==> src/hdl/dpm_pkg.sv <==
// Shared constants, codes and controller/datapath interface types for the dense Prim MST block.
`timescale 1ns / 1ps
`default_nettype none
package dpm_pkg;

  localparam int MAX_V_DEF       = 64;
  localparam int WEIGHT_BITS_DEF = 32;

  // fixed port widths
  localparam int VTX_W  = 6;
  localparam int CNT_W  = 7;
  localparam int WT_IN_W = 32;

  // input word command codes
  localparam logic CMD_LOAD  = 1'b0;
  localparam logic CMD_START = 1'b1;

  // controller -> datapath
  typedef struct packed {
    logic load_we;   // store one weight from the input word
    logic clear;     // start: empty tree, no keys, pick vertex 0
    logic take;      // move current pick into the tree
    logic upd_rd;    // relax scan: read row of pick at idx
    logic sel_init;  // reset running minimum
    logic sel_rd;    // select scan: read key at idx
    logic out_rd;    // read parent of idx
    logic out_load;  // load result register
    logic last;      // result being loaded ends the start
  } cmd_t;

  // datapath -> controller
  typedef struct packed {
    logic found;     // select scan hit a reachable vertex
    logic out_free;  // result register can take a word this cycle
  } stat_t;

endpackage
`default_nettype wire

==> src/hdl/dpm_ctrl.sv <==
// Controller: vertex count register, search sequencer, scan index and round counter.
`timescale 1ns / 1ps
`default_nettype none
module dpm_ctrl import dpm_pkg::*; #(
  parameter int MAX_VERTICES = MAX_V_DEF,
  localparam int VB = $clog2(MAX_VERTICES)
) (
  input  wire logic             clk,
  input  wire logic             rst,
  input  wire logic             in_valid,
  input  wire logic             command,
  output logic                  in_stall,
  input  wire logic             cfg_valid,
  input  wire logic [CNT_W-1:0] cfg_data,
  output logic                  cfg_ready,
  input  wire stat_t            status,
  output cmd_t                  cmd,
  output logic [VB-1:0]         idx
);

  localparam int CB = $clog2(MAX_VERTICES + 1);
  localparam logic [CNT_W-1:0] V_LIM = CNT_W'(MAX_VERTICES);

  localparam logic [3:0] S_IDLE    = 4'd0;
  localparam logic [3:0] S_TAKE    = 4'd1;
  localparam logic [3:0] S_UPD     = 4'd2;
  localparam logic [3:0] S_UPD_END = 4'd3;
  localparam logic [3:0] S_SEL     = 4'd4;
  localparam logic [3:0] S_SEL_END = 4'd5;
  localparam logic [3:0] S_SEL_DEC = 4'd6;
  localparam logic [3:0] S_OUT_RD  = 4'd7;
  localparam logic [3:0] S_OUT_WR  = 4'd8;

  logic [3:0]       state, state_next;
  logic [VB-1:0]    idx_next;
  logic [CB-1:0]    rounds_done, rounds_done_next;
  logic [CB-1:0]    n_run, n_run_next;
  logic [CNT_W-1:0] vertex_count;
  logic [CB-1:0]    n_cfg;
  logic             idx_last;

  assign cfg_ready = 1'b1;
  assign in_stall  = (state != S_IDLE);

  // clamp count into 1..MAX_VERTICES
  always_comb begin
    priority if (vertex_count == '0) begin
      n_cfg = CB'(1);
    end else if (vertex_count > V_LIM) begin
      n_cfg = CB'(MAX_VERTICES);
    end else begin
      n_cfg = CB'(vertex_count);
    end
  end

  assign idx_last = (CB'(idx) == (n_run - CB'(1)));

  always_comb begin
    cmd              = '0;
    state_next       = state;
    idx_next         = idx;
    rounds_done_next = rounds_done;
    n_run_next       = n_run;
    unique case (state)
      S_IDLE: begin
        if (in_valid) begin
          if (command == CMD_START) begin
            cmd.clear        = 1'b1;
            rounds_done_next = '0;
            n_run_next       = n_cfg;
            state_next       = S_TAKE;
          end else begin
            cmd.load_we = 1'b1;
          end
        end
      end
      S_TAKE: begin
        cmd.take         = 1'b1;
        rounds_done_next = rounds_done + CB'(1);
        idx_next         = '0;
        state_next       = S_UPD;
      end
      S_UPD: begin
        cmd.upd_rd = 1'b1;
        if (idx_last) begin
          state_next = S_UPD_END;
        end else begin
          idx_next = idx + VB'(1);
        end
      end
      S_UPD_END: begin
        if (rounds_done == n_run) begin
          if (n_run == CB'(1)) begin
            state_next = S_IDLE;
          end else begin
            idx_next   = VB'(1);
            state_next = S_OUT_RD;
          end
        end else begin
          cmd.sel_init = 1'b1;
          idx_next     = '0;
          state_next   = S_SEL;
        end
      end
      S_SEL: begin
        cmd.sel_rd = 1'b1;
        if (idx_last) begin
          state_next = S_SEL_END;
        end else begin
          idx_next = idx + VB'(1);
        end
      end
      S_SEL_END: begin
        state_next = S_SEL_DEC;
      end
      S_SEL_DEC: begin
        if (status.found) begin
          state_next = S_TAKE;
        end else begin
          // n_run >= 2 here: a one vertex run ends at its first relax pass
          idx_next   = VB'(1);
          state_next = S_OUT_RD;
        end
      end
      S_OUT_RD: begin
        cmd.out_rd = 1'b1;
        state_next = S_OUT_WR;
      end
      S_OUT_WR: begin
        if (status.out_free) begin
          cmd.out_load = 1'b1;
          cmd.last     = idx_last;
          if (idx_last) begin
            state_next = S_IDLE;
          end else begin
            idx_next   = idx + VB'(1);
            state_next = S_OUT_RD;
          end
        end
      end
      default: begin
        state_next = S_IDLE;
      end
    endcase
  end

  always_ff @(posedge clk) begin
    idx   <= idx_next;
    n_run <= n_run_next;
    if (rst) begin
      state        <= S_IDLE;
      rounds_done  <= '0;
      vertex_count <= CNT_W'(1);
    end else begin
      state       <= state_next;
      rounds_done <= rounds_done_next;
      if (cfg_valid && cfg_ready) begin
        vertex_count <= cfg_data;
      end
    end
  end

  a_idle_hold: assert property (@(posedge clk) disable iff (rst)
    (state == S_IDLE && !(in_valid && command == CMD_START)) |=> (state == S_IDLE))
    else $error("left idle without a start word");

  a_idx_range: assert property (@(posedge clk) disable iff (rst)
    (state == S_UPD || state == S_SEL) |-> (CB'(idx) < n_run))
    else $error("scan index past vertex count");

  a_take_rounds: assert property (@(posedge clk) disable iff (rst)
    cmd.take |-> (rounds_done < n_run))
    else $error("more rounds than vertices");

  a_out_free: assert property (@(posedge clk) disable iff (rst)
    cmd.out_load |-> status.out_free)
    else $error("result register overwritten while stalled");

endmodule
`default_nettype wire

==> config.mk <==
export PLATFORM = sky130hd
export DESIGN_NAME = dpm_ctrl
export DESIGN_NICKNAME = d
export VERILOG_FILES = /design/src/hdl/dpm_pkg.sv /design/src/hdl/dpm_ctrl.sv
export SDC_FILE = /design/constraint.sdc
export NUM_CORES = 1
export LEC_CHECK = 0
export ABC_AREA = 1
export BUFFER_PORTS_ARGS = -buffer_cell sky130_fd_sc_hd__buf_2
export CAP_MARGIN = 20
export CORE_UTILIZATION = 35
export CTS_BUF_LIST = sky130_fd_sc_hd__clkbuf_16
export DETAILED_ROUTE_END_ITERATION = 10
export GPL_TIMING_DRIVEN = 1
export HOLD_SLACK_MARGIN = 0.1
export SLEW_MARGIN = 20
export SYNTH_ARGS = -nofsm -noshare
export SYNTH_HDL_FRONTEND = slang
export SYNTH_SLANG_ARGS = --single-unit
==> constraint.sdc <==
create_clock -name clk -period 4 [get_ports clk]
set_clock_uncertainty 0.15 [all_clocks]
set_input_delay 0.4 -clock clk [delete_from_list [all_inputs] [get_ports clk]]
set_output_delay 0.4 -clock clk [all_outputs]
set_load 0.02 [all_outputs]
After elaboration in Yosys (flattened, before gate mapping) --
Index checks and enable logic that the tools add are counted. W data, S select, Z words.
Word-level totals: bits of input ports 14, bits in registers 31, output and inout port bits 17
Operators by class: eq/ne operators 18, mux-type cells 32, magnitude comparators 1, reductions and logical operators 11, $add $sub $neg 3
Operators with widths (number):
- $pmux W4 S9 | 1
- $mux W6 | 5
- $pmux W6 S5 | 1
- $mux W4 | 6
- $mux W7 | 3
- $eq A4 B3 Y1 const B | 4
- $pmux W7 S2 | 1
- $ne A2 B2 Y1 const B | 6
- $mux W3 | 3
- $eq A4 B2 Y1 const B | 2
- $mux W1 | 8
- $mux W2 | 4
- $add A7 B1 Y7 const B | 1
- $eq A6 B7 Y1 | 1
- $eq A7 B1 Y1 const B | 1
- $eq A7 B7 Y1 | 1
- $gt A7 B7 Y1 const B | 1
- $logic_not A7 Y1 | 1
- $sub A7 B1 Y7 const B | 1
- $add A6 B1 Y6 const B | 1
- $reduce_and A3 Y1 | 2
- $reduce_and A5 Y1 | 1
- $reduce_bool A5 Y1 | 1
- $eq A4 B1 Y1 const B | 1
- 7 further kinds | 8

Longest topological paths before layout --
Gate-level depths: netlist of the first run.
word-level depth 5, depth in mapped cells 15, mapped depth without buffers 15

Worst setup path after synthesis of the first run --
Ideal clock, no wire load.
kind reg-to-output, start register n_run[0], end output port cmd[0] (netlist bit), required time 3.450 ns, path slack 1.731 ns, arrival 1.719 ns, buffers on the path 0, stages on the path, launching flop included 11, cells stage by stage edfxtp_1 -> inv_2 -> ha_1 -> inv_1 -> nand2_1 -> nand3b_1 -> nand2_1 -> nand2_1 -> nor2_1 -> nand2_2 -> nor3_1
RTL lines:
- from (decl) | RTL line dpm_ctrl.sv:37 | logic [CB-1:0] n_run, n_run_next;
- from (signal assigned) | RTL line dpm_ctrl.sv:149 | n_run <= n_run_next;
- to (decl) | RTL line dpm_ctrl.sv:17 | output cmd_t cmd,

==> results of run 1 <==
final cells by class:
cell class | instances | share of cell area
clock inverter | 1 | 0.001600
tap | 70 | 0.03733
sequential | 31 | 0.3200
clock buffer | 7 | 0.07467
multi-input combinational | 203 | 0.4277
timing repair buffer | 29 | 0.06187
inverter | 48 | 0.07680
synthesized netlist by cell type:
cell,number
nor3_1,4
clkbuf_1,2
dfxtp_1,18
o211ai_1,1
and3_1,1
or2_2,2
nor2_2,5
nor2_1,31
conb_1,1
nor3_2,1
nand3_1,14
nand2_4,1
xnor2_1,4
a21oi_1,18
nand3_2,1
buf_4,1
o22ai_1,1
nor4_1,3
o21a_1,1
ha_1,4
nand2_1,79
o21ai_0,13
edfxtp_1,13
inv_1,40
nand2_2,6
xor2_1,3
nand3b_1,1
nand4_1,4
o21ai_1,1
inv_2,8
nor2_4,3
final timing paths:
kind	start	end	slack [ns]	cells past startpoint
max	n_run[0]$_SDFFCE_PP1P_	cmd[0]	1.42	11
min	cfg_data[0]	vertex_count[0]$_SDFFE_PP1P_	0.19	3
max reg2reg	n_run[0]$_SDFFCE_PP1P_	idx[4]$_DFFE_PP_	1.69	12
min reg2reg	vertex_count[5]$_SDFFE_PP0P_	vertex_count[5]$_SDFFE_PP0P_	0.32	2
logic make-up after synthesis:
| logic type | after synthesis |
|---|---|
| AO/OA/AOI/OAI | 35 |
| adder cells (fa/ha/maj) | 4 |
| flip-flops | 31 |
| AND/OR/NAND/NOR | 156 |
| XOR/XNOR | 7 |
| buffers and inverters | 51 |
| other | 1 |
sequential cells by signal, summed over array words and instances (netlist names):
name	cells
rounds_done	7
idx	6
n_run	7
vertex_count	7
state	4
report_power, final:
part	internal [mW]	switching, mW
Sequential	0.419	0.0808
Combinational	0.204	0.387
Clock	0.304	0.135
per-layer routing:
layer	vias to the layer above	share of wire	wire [µm]
li1	964	-	-
met1	806	0.48	2034
met2	30	0.47	1983
met3	10	0.032	134
met4	0	0.020	85
met5	-	0	0
worst register-to-register path: stages, from the launching register on:
cell and delay [ns]:
edfxtp_1 0.47, inv_2 0.12, ha_1 0.25, inv_1 0.06
nand2_1 0.07, nand2_1 0.06, nand2_1 0.05, nand2_1 0.05
nand2_1 0.06, nor2_1 0.05, nand2_2 0.12, o21ai_1 0.07
nor2_1 0.38
==> results.md, run 1 <==
- Outcome: finished, final reports clean
- Setup ws final: 1.425 ns
- Post-synthesis adder-cell area fraction: 0.02567
- Most common cell after layout, fill and taps aside: nand2_1
- Yosys reg bits: 31
- Num rows: 26
- Drt via density: 4.653
- Post-synthesis compound-gate area fraction: 0.09307
- Worst Path Arrival: 2.03 ns
- First-pass GRT wire length: 7.348 mm
- Met2 usage: 0.2595
- Nature of the critical path endpoint: primary output
- Cells resized by post-CTS repair: 0
- Core footprint: 5238 µm²
- I/O Buffers: 29
- GRT Max-Usage Layer: met2
- Inserted Clock Buffers: 5
- Synth Area in XOR/XNOR: 0.03145
- Final WL: 4.237 mm
- Drt pass-1 iters: 4
- Die Y: 76.63 µm
- Fin crit period: 2.575 ns
- Total grt overflow: 0
- Yosys warning count: 0
- Crit-path most repeated cell: nand2_1
- # setup viols final: 0
- Fmax: 388.3 MHz
- Reg clk slew, reported paths: 0.05 ns
- Fillers: 542
- Share of layout cells above drive strength 1: 0.1975
- Die width: 76.63 µm
- # IOs: 31
- Nets@finish: 336
- CP Launch Type: register
- Worst setup path class: register to primary output
- Slew Limit Fails: 0
- Vias in the first global route: 1,642
- Post-synthesis mux area share: 0
- Initial core utilization: 0.3722
- Syn_area_per_cell: 6.840 µm²
- Largest net degree at the start of global routing: 12
- RSZ-0062 raised after global routing: false
- GR met3 Demand/Resource: 0.04072
- Sequential area share after synthesis: 0.3851
- Final Cycle Share: 0.6439
- Clk_lat worst skew: 0.28 ns
- Initial antenna violation count: 0
- Register area: 750.7 µm²
- DP Worst Slack: 1.689 ns
- CTS sink cnt: 31
- Routability cong.: 0.8970
- Placement-stage cell area: 2167 µm²
- CTS tree: done
- P&R area growth vs syn: 20.35%
- Fin Setup TNS: 0 ns
- CP bufs+invs: 2
- Yosys top cell by area: edfxtp_1
- Final non-filler cell area: 2346 µm²
- Leakage: 1.160 nW
- Syn Nets: 303
- Clk buf depth: 2
- Fin Hold WS: 0.1899 ns
- Cell Pwr Density: 651.7 nW/µm²
- Final ANT Viol Nets: 0
- Top cells by area, synth: edfxtp_1 20%, dfxtp_1 18%, nand2_1 15%, inv_1 7.7%, nor2_1 6.0%
- Post-Layout Cell Count: 389
- Die area: 5872 µm²
- HP Class: input port to register
- Gr usage total: 0.1604
- Cells after Synth: 285
- Critical-path cell list: inv_2, ha_1, nand2_2, nor2_1, nand2_1, nand2_1, nand2_1, nor2_1, nand2_2, nor3_1, buf_2
- Crit-path leading delay family: simple AND/OR/NAND/NOR gates
- Cts hold-fix bufs: 0
- Setup bufs post-CTS: 0
- Met1 usage: 0.2021
- Cell variety after synth: 31
- Post-DP HPWL: 3.270 mm
- Post-synth top area share: 0.2003
- Critical path data required time: 3.45 ns
- Critical Path Fanout Max: 6
- Multi-input gate area: 1003 µm²
- Residual DRC count: 0
- Power, Total: 1.529 mW
- Vias post-DR: 1,810
- Routed len/inst: 10.89 µm
- Critical path's largest stage delay: 0.47 ns
- Final hold violations: 0
- Simple-Gate Fraction of Synth Area: 0.3626
- Final Core Density: 0.4479
- Most frequent cells in the layout: 79 x nand2_1, 41 x inv_1, 31 x nor2_1
- Mapped Area: 1949 µm²
- IR drop worst, VDD: 0.3619 mV
- Largest family of logic cells by synthesized area: simple AND/OR/NAND/NOR gates
- Root Buffer: clkbuf_16
- Crit path max-delay cell type: edfxtp_1
- Placed Cells: 381
- N_diodes: 0
- H-Tree Depth: 2
- DR iter-0 viols: 78
- MaxCap Viol Count: 0
Note: power is estimated with default switching activity, not from simulation.
==> run 2: changes to the inputs <==
clock period = 2.4 ns   (was 4 ns; I/O delays follow)
==> run 2 against run 1 <==
Compared with the run above:
- core utilization grew 2.0 points
- largest power group unchanged
- count of clock-buffer cells in the layout is the same
- sequential share of layout area down 1.4 points
- die area did not move
- largest cell class unchanged
- critical path type unchanged
- final cell count rose by 2.6%
==> results.md, run 2 (synthesis results as in run 1) <==
- Post-Layout Cell Count: 399 (+2.6%)
- Register area: 750.7 µm² (unchanged)
- Multi-input gate area: 1013 µm² (+1.0%)
- Cell Pwr Density: 1053 nW/µm² (+62%)
- Num rows: 26 (unchanged)
- Clk buf depth: 2 (unchanged)
- Power Internal: 1.567 mW (+69%)
- Outcome: finished, final reports clean
- # IOs: 31 (unchanged)
- Slew Limit Fails: 0 (unchanged)
- Most frequent cells in the layout: 79 x nand2_1, 40 x inv_1, 30 x nor2_1
- Worst Path Arrival: 1.87 ns (-0.16 ns)
- Setup bufs post-CTS: 0 (unchanged)
- Clk network pwr share: 0.284 (-0.003)
- Sw Share: 0.3929 (-0.001237)
- Initial core utilization: 0.3722 (unchanged)
- Worst setup path class: register to primary output
- Initial antenna violation count: 0 (unchanged)
- Routed len/inst: 10.85 µm (-0.39%)
- Fmax: 441.8 MHz
- Gr usage total: 0.1609 (+0.0004369)
- Vias post-DR: 1,839 (+1.6%)
- RSZ-0062 raised after global routing: true
- Top Registers: n_run (7), rounds_done (7), vertex_count (7)
- I/O Buffers: 29 (unchanged)
- DR iter-0 viols: 77 (-1.3%)
- Die width: 76.63 µm (unchanged)
- Fin Setup TNS: 0 ns (unchanged)
- Vias in the first global route: 1,732 (+5.5%)
- Fin crit period: 2.263 ns
- MaxCap Viol Count: 0 (unchanged)
- Inserted Clock Buffers: 5 (unchanged)
- Clk_lat worst skew: 0.28 ns (about the same)
- P&R area growth vs syn: 25.74%
- Root Buffer: clkbuf_16
- Hold Crit Depth: 3 (unchanged)
- N_diodes: 0 (unchanged)
- Worst reg-to-reg path cell count: 12 (unchanged)
- Nature of the critical path endpoint: primary output
- Critical path data required time: 2.01 ns (-1.44 ns)
- Final WL: 4.329 mm (+2.2%)
- Routability cong.: 0.8873 (-1.1%)
- CTS sink cnt: 31 (unchanged)
- Die area: 5872 µm² (unchanged)
- Drt via density: 4.609 (-0.94%)
- Sw power: 1.014 mW (+68%)
- CTS tree: done
- Largest net degree at the start of global routing: 12 (unchanged)
- Fin Hold WS: 0.1055 ns (-0.08443 ns)
- Part of the power in registers: 0.322 (-0.005)
- Final Cycle Share: 0.9431
- Leakage: 1.200 nW (+3.4%)
- Die Y: 76.63 µm (unchanged)
- Final Core Density: 0.4680 (+0.02007)
- CP Launch Type: register
- Core footprint: 5238 µm² (unchanged)
- Final hold violations: 0 (unchanged)
- Fillers: 524 (-3.3%)
- # setup viols final: 0 (unchanged)
- Comb pwr share: 0.394 (+0.007)
- Placed Cells: 384 (+0.79%)
- Drt pass-1 iters: 4 (unchanged)
- Final ANT Viol Nets: 0 (unchanged)
- Nets@finish: 346 (+3.0%)
- Total grt overflow: 0 (unchanged)
- Share of layout cells above drive strength 1: 0.2128 (+0.01527)
- First-pass GRT wire length: 7.555 mm (+2.8%)
- H-Tree Depth: 2 (unchanged)
- IR drop worst, VDD: 0.5552 mV (+53%)
- Post-DP HPWL: 3.372 mm (+3.1%)
- Reg clk slew, reported paths: 0.05 ns (about the same)
- HP Class: input port to register
- Critical Path Fanout Max: 6 (unchanged)
- Residual DRC count: 0 (unchanged)
- Power, Total: 2.581 mW (+69%)
- Most common cell after layout, fill and taps aside: nand2_1
[run 2: routing by layer]
| metal | share of wire | GRT usage | up-vias |
|---|---|---|---|
| met2 | 0.47 | 0.2739 | 39 |
| li1 | - | - | 989 |
| met1 | 0.48 | 0.1950 | 802 |
| met4 | 0.020 | 0.06923 | 0 |
| met5 | 0 | 0 | - |
| met3 | 0.035 | 0.03353 | 9 |
[run 2: path summary, 6_finish.rpt]
path	startpoint	end	slack [ns]
worst max-delay path	n_run[1]$_SDFFCE_PP0P_	cmd[0]	0.14
worst min-delay path	cfg_data[2]	vertex_count[2]$_SDFFE_PP0P_	0.11
worst max register to register	n_run[1]$_SDFFCE_PP0P_	idx[3]$_DFFE_PP_	0.30
worst min register to register	vertex_count[4]$_SDFFE_PP0P_	vertex_count[4]$_SDFFE_PP0P_	0.33
[run 2: worst max-delay path, cell delays in order, from the launching register on]
cell      delay [ns]
edfxtp_1        0.42
inv_2           0.11
ha_2            0.27
nand2_1         0.07
nand2_1         0.06
nor2_2          0.07
nand3_1         0.08
nor2_2          0.10
nand2_2         0.11
nor3_2          0.13
buf_4           0.16
[run 2: per-stage QoR]
stage / setup WS (ns) / instance area [µm²]
2_1_floorplan: 0.2743 / 1949
3_3_place_gp: 0.1890 / 2190
3_5_place_dp: 0.1067 / 2190
4_1_cts: 0.02997 / 2439
5_1_grt: -0.02481 / 2451
6_report: 0.1367 / 2451
[run 2: power groups by stage]
stage | registers [mW] | logic (mW) | clock network [mW]
after global routing | 0.848 | 1.16 | 0.765
after floorplan | 0.873 | 0.696 | 0
after global placement | 0.840 | 0.995 | 0
final | 0.830 | 1.02 | 0.733
after detailed placement | 0.844 | 1.00 | 0
after CTS | 0.834 | 1.02 | 0.744
[run 2: final cells by class]
type	instances	area share
multi-input cells	203	0.4135
flip-flops and latches	31	0.3063
repair buffers	39	0.09801
inverters	48	0.07351
clock buffers	7	0.07147
well taps	70	0.03573
clock inverters	1	0.001531
[run 2: timing repair]
action                                  4_1_cts  5_1_grt
hold buffers                                  7        0
endpoints found under the setup margin        0        7
hold endpoints to repair                      8        0
gates resized for setup                       0        5
==> run 3: changes to the inputs <==
SKIP_LAST_GASP = 1   (was unset)
clock period = 1.85 ns   (was 2.4 ns; I/O delays follow)
==> run 3 against run 2 <==
Compared with the run above:
- the run now ends with negative setup slack left
- non-clock buffer count up 36
- highest routed layer unchanged
- final area grew 15%
- total power up 37%
==> results.md, run 3 (synthesis results as in run 1) <==
- Hold Crit Start: in_valid
- Final WL: 4.917 mm (+14%)
- Placed Cells: 406 (+5.7%)
- Final Cycle Share: 1.122
- Die Y: 76.63 µm (unchanged)
- Residual DRC count: 0 (unchanged)
- Cell Pwr Density: 1249 nW/µm² (+19%)
- Fmax: 481.9 MHz
- Top sig layer: met4
- Critical-path cell list: buf_4, buf_6, xnor2_1, nand2_1, nor2_2, nand2_1, inv_1, buf_4, nor4_4, buf_4
- Post-Layout Cell Count: 435 (+9.0%)
- First-pass GRT wire length: 8.466 mm (+12%)
- Most common cell after layout, fill and taps aside: nand2_1
- Final ANT Viol Nets: 0 (unchanged)
- Outcome: finished with violations
- CTS tree: done
- Worst reg-to-reg path cell count: 12 (unchanged)
- Initial antenna violation count: 0 (unchanged)
- Met3 wire len: 162 µm (+6.6%)
- Crit-path leading delay family: buffers and inverters
- Reg clk slew, reported paths: 0.05 ns (about the same)
- P&R area growth vs syn: 44.93%
- Core footprint: 5238 µm² (unchanged)
- Critical path data required time: 1.51 ns (-0.50 ns)
- # setup viols final: 11 (+11)
- Routability cong.: 0.8463 (-4.6%)
- MaxCap Viol Count: 0 (unchanged)
- Num rows: 26 (unchanged)
- Nets@finish: 382 (+10%)
- Final non-filler cell area: 2825 µm² (+15%)
- DP Worst Slack: -0.09247 ns (-0.1992 ns)
- Die area: 5872 µm² (unchanged)
- Critical path's largest stage delay: 0.40 ns (-0.02 ns)
- Drt pass-1 iters: 4 (unchanged)
- Crit-path most repeated cell: buf_4
- Worst Path Arrival: 1.74 ns (-0.13 ns)
- Min-Delay Endpoint: rounds_done[0]$_SDFFE_PP0P_
- Total grt overflow: 0 (unchanged)
- I/O Buffers: 29 (unchanged)
- Die width: 76.63 µm (unchanged)
- Vias in the first global route: 1,930 (+11%)
- Hold Crit Depth: 4 (+1)
- R2R Setup Slk: -0.13 ns (-0.43 ns)
- DR iter-0 viols: 63 (-18%)
- Drt via density: 4.611 (about the same)
- CP Launch Type: register
- Post-DP HPWL: 3.647 mm (+8.2%)
- Inserted Clock Buffers: 5 (unchanged)
- Clk_lat worst skew: 0.27 ns (about the same)
- Reg2reg end: state[2]$_SDFFE_PP0P_
- # IOs: 31 (unchanged)
- IR drop worst, VDD: 0.6318 mV (+14%)
- Setup ws final: -0.2249 ns (-0.3616 ns)
- Share of layout cells above drive strength 1: 0.3315 (+0.1187)
- Fin crit period: 2.075 ns
- CP bufs+invs: 5 (+3)
- Reg-to-Reg Start: n_run[2]$_SDFFCE_PP0P_
- Crit path max-delay cell type: edfxtp_1
- Met2 routed WL: 2.476 mm (+23%)
- Routed metal-1 wire length: 2.229 mm (+7.7%)
- Root Buffer: clkbuf_16
- Initial core utilization: 0.3722 (unchanged)
- Most frequent cells in the layout: 74 x nand2_1, 37 x inv_1, 35 x buf_4
- RSZ-0062 raised after global routing: true
- Fillers: 504 (-3.8%)
- CTS sink cnt: 31 (unchanged)
- Top Registers: n_run (7), rounds_done (7), vertex_count (7)
- Worst setup path class: register to primary output
- Largest net degree at the start of global routing: 12 (unchanged)
- Leakage: 1.372 nW (+14%)
- Routed len/inst: 11.30 µm (+4.2%)
- Nature of the critical path endpoint: primary output
- Gr usage total: 0.1808 (+0.01999)
- Failing checks: negative setup slack
- WP depth: 10 (unchanged)
- Final hold violations: 0 (unchanged)
- Vias post-DR: 2,006 (+9.1%)
- N_diodes: 0 (unchanged)
- H-Tree Depth: 2 (unchanged)
- Clk buf depth: 2 (unchanged)
- Placement-stage cell area: 2396 µm² (+9.4%)
- Critical Path Fanout Max: 4 (-2)
- HP Class: input port to register
- Slew Limit Fails: 0 (unchanged)
## run 3: changes by cell type in the layout (fill, tap and decap cells not counted), moves of 3 or more
cell           delta
buf_6             +3
nand2_1           -5
dlygate4sd3_1     +4
buf_4            +31
inv_1             -3
nand2_2           +4
nor2_4            +3
nor2_2            +3
nor2_1            -6
## run 3: worst max path at each step
stage | from | endpoint | slack (ns)
finish | n_run[0]$_SDFFCE_PP1P_ | cmd[4] | -0.22
global placement | n_run[1]$_SDFFCE_PP0P_ | idx[2]$_DFFE_PP_ | -0.05
detailed placement | n_run[1]$_SDFFCE_PP0P_ | idx[2]$_DFFE_PP_ | -0.09
global route | n_run[4]$_SDFFCE_PP0P_ | cmd[0] | -0.38
floorplan | n_run[0]$_SDFFCE_PP1P_ | idx[0]$_DFFE_PP_ | 0.003
CTS | n_run[1]$_SDFFCE_PP0P_ | cmd[0] | -0.29
## run 3: stage by stage
step	power, mW	utilization	hold slack (ns)	TNS (ns)
6_report	3.528	0.5394	0.1648	-1.466
3_5_place_dp	2.580	0.4575	0.2592	-0.6937
4_1_cts	3.427	0.5158	0.1876	-1.459
2_1_floorplan	2.095	-	0.1041	0
5_1_grt	3.802	0.5394	0.1961	-3.381
3_3_place_gp	2.563	0.4575	0.2434	-0.4033
## run 3: timing repair
action                                 CTS  global route
setup buffers                            2             8
setup endpoints to repair               11            18
endpoints found under the hold margin   11             0
resized for setup                       10            18
hold buffers                            11             0
pin swaps                                3             5
## run 3: routing by layer
layer	GRT usage	vias up
met5	0	-
met4	0.04808	0
met3	0.03952	5
met2	0.3243	37
met1	0.2161	898
li1	-	1066
## run 3: worst register-to-register path, stage by stage, from the launching register on
cell and delay, ns:
edfxtp_1 0.50, nor2_1 0.21, nand3_1 0.12, nand2_1 0.09, nand2_1 0.06, nor2_2 0.11
nand2_2 0.08, buf_6 0.14, nand2_2 0.05, nand2_2 0.06, nor2_4 0.14, nand2_2 0.08
a21oi_2 0.12
## run 3: power breakdown
group | switching [mW] | internal (mW) | leakage, nW
sequential | 0.163 | 0.905 | 0.271
clock | 0.284 | 0.489 | 0.0710
combinational | 1.01 | 0.673 | 1.03
## run 3: final cells by class
class	count	area, µm²	share of cell area
Clock inverter	3	16.27	0.005757
Clock buffer	5	125.1	0.04429
Multi-Input combinational cell	203	1125	0.3981
Tap cell	70	87.58	0.03100
Inverter	48	183.9	0.06510
Sequential cell	31	750.7	0.2657
Timing Repair Buffer	75	536.8	0.1900
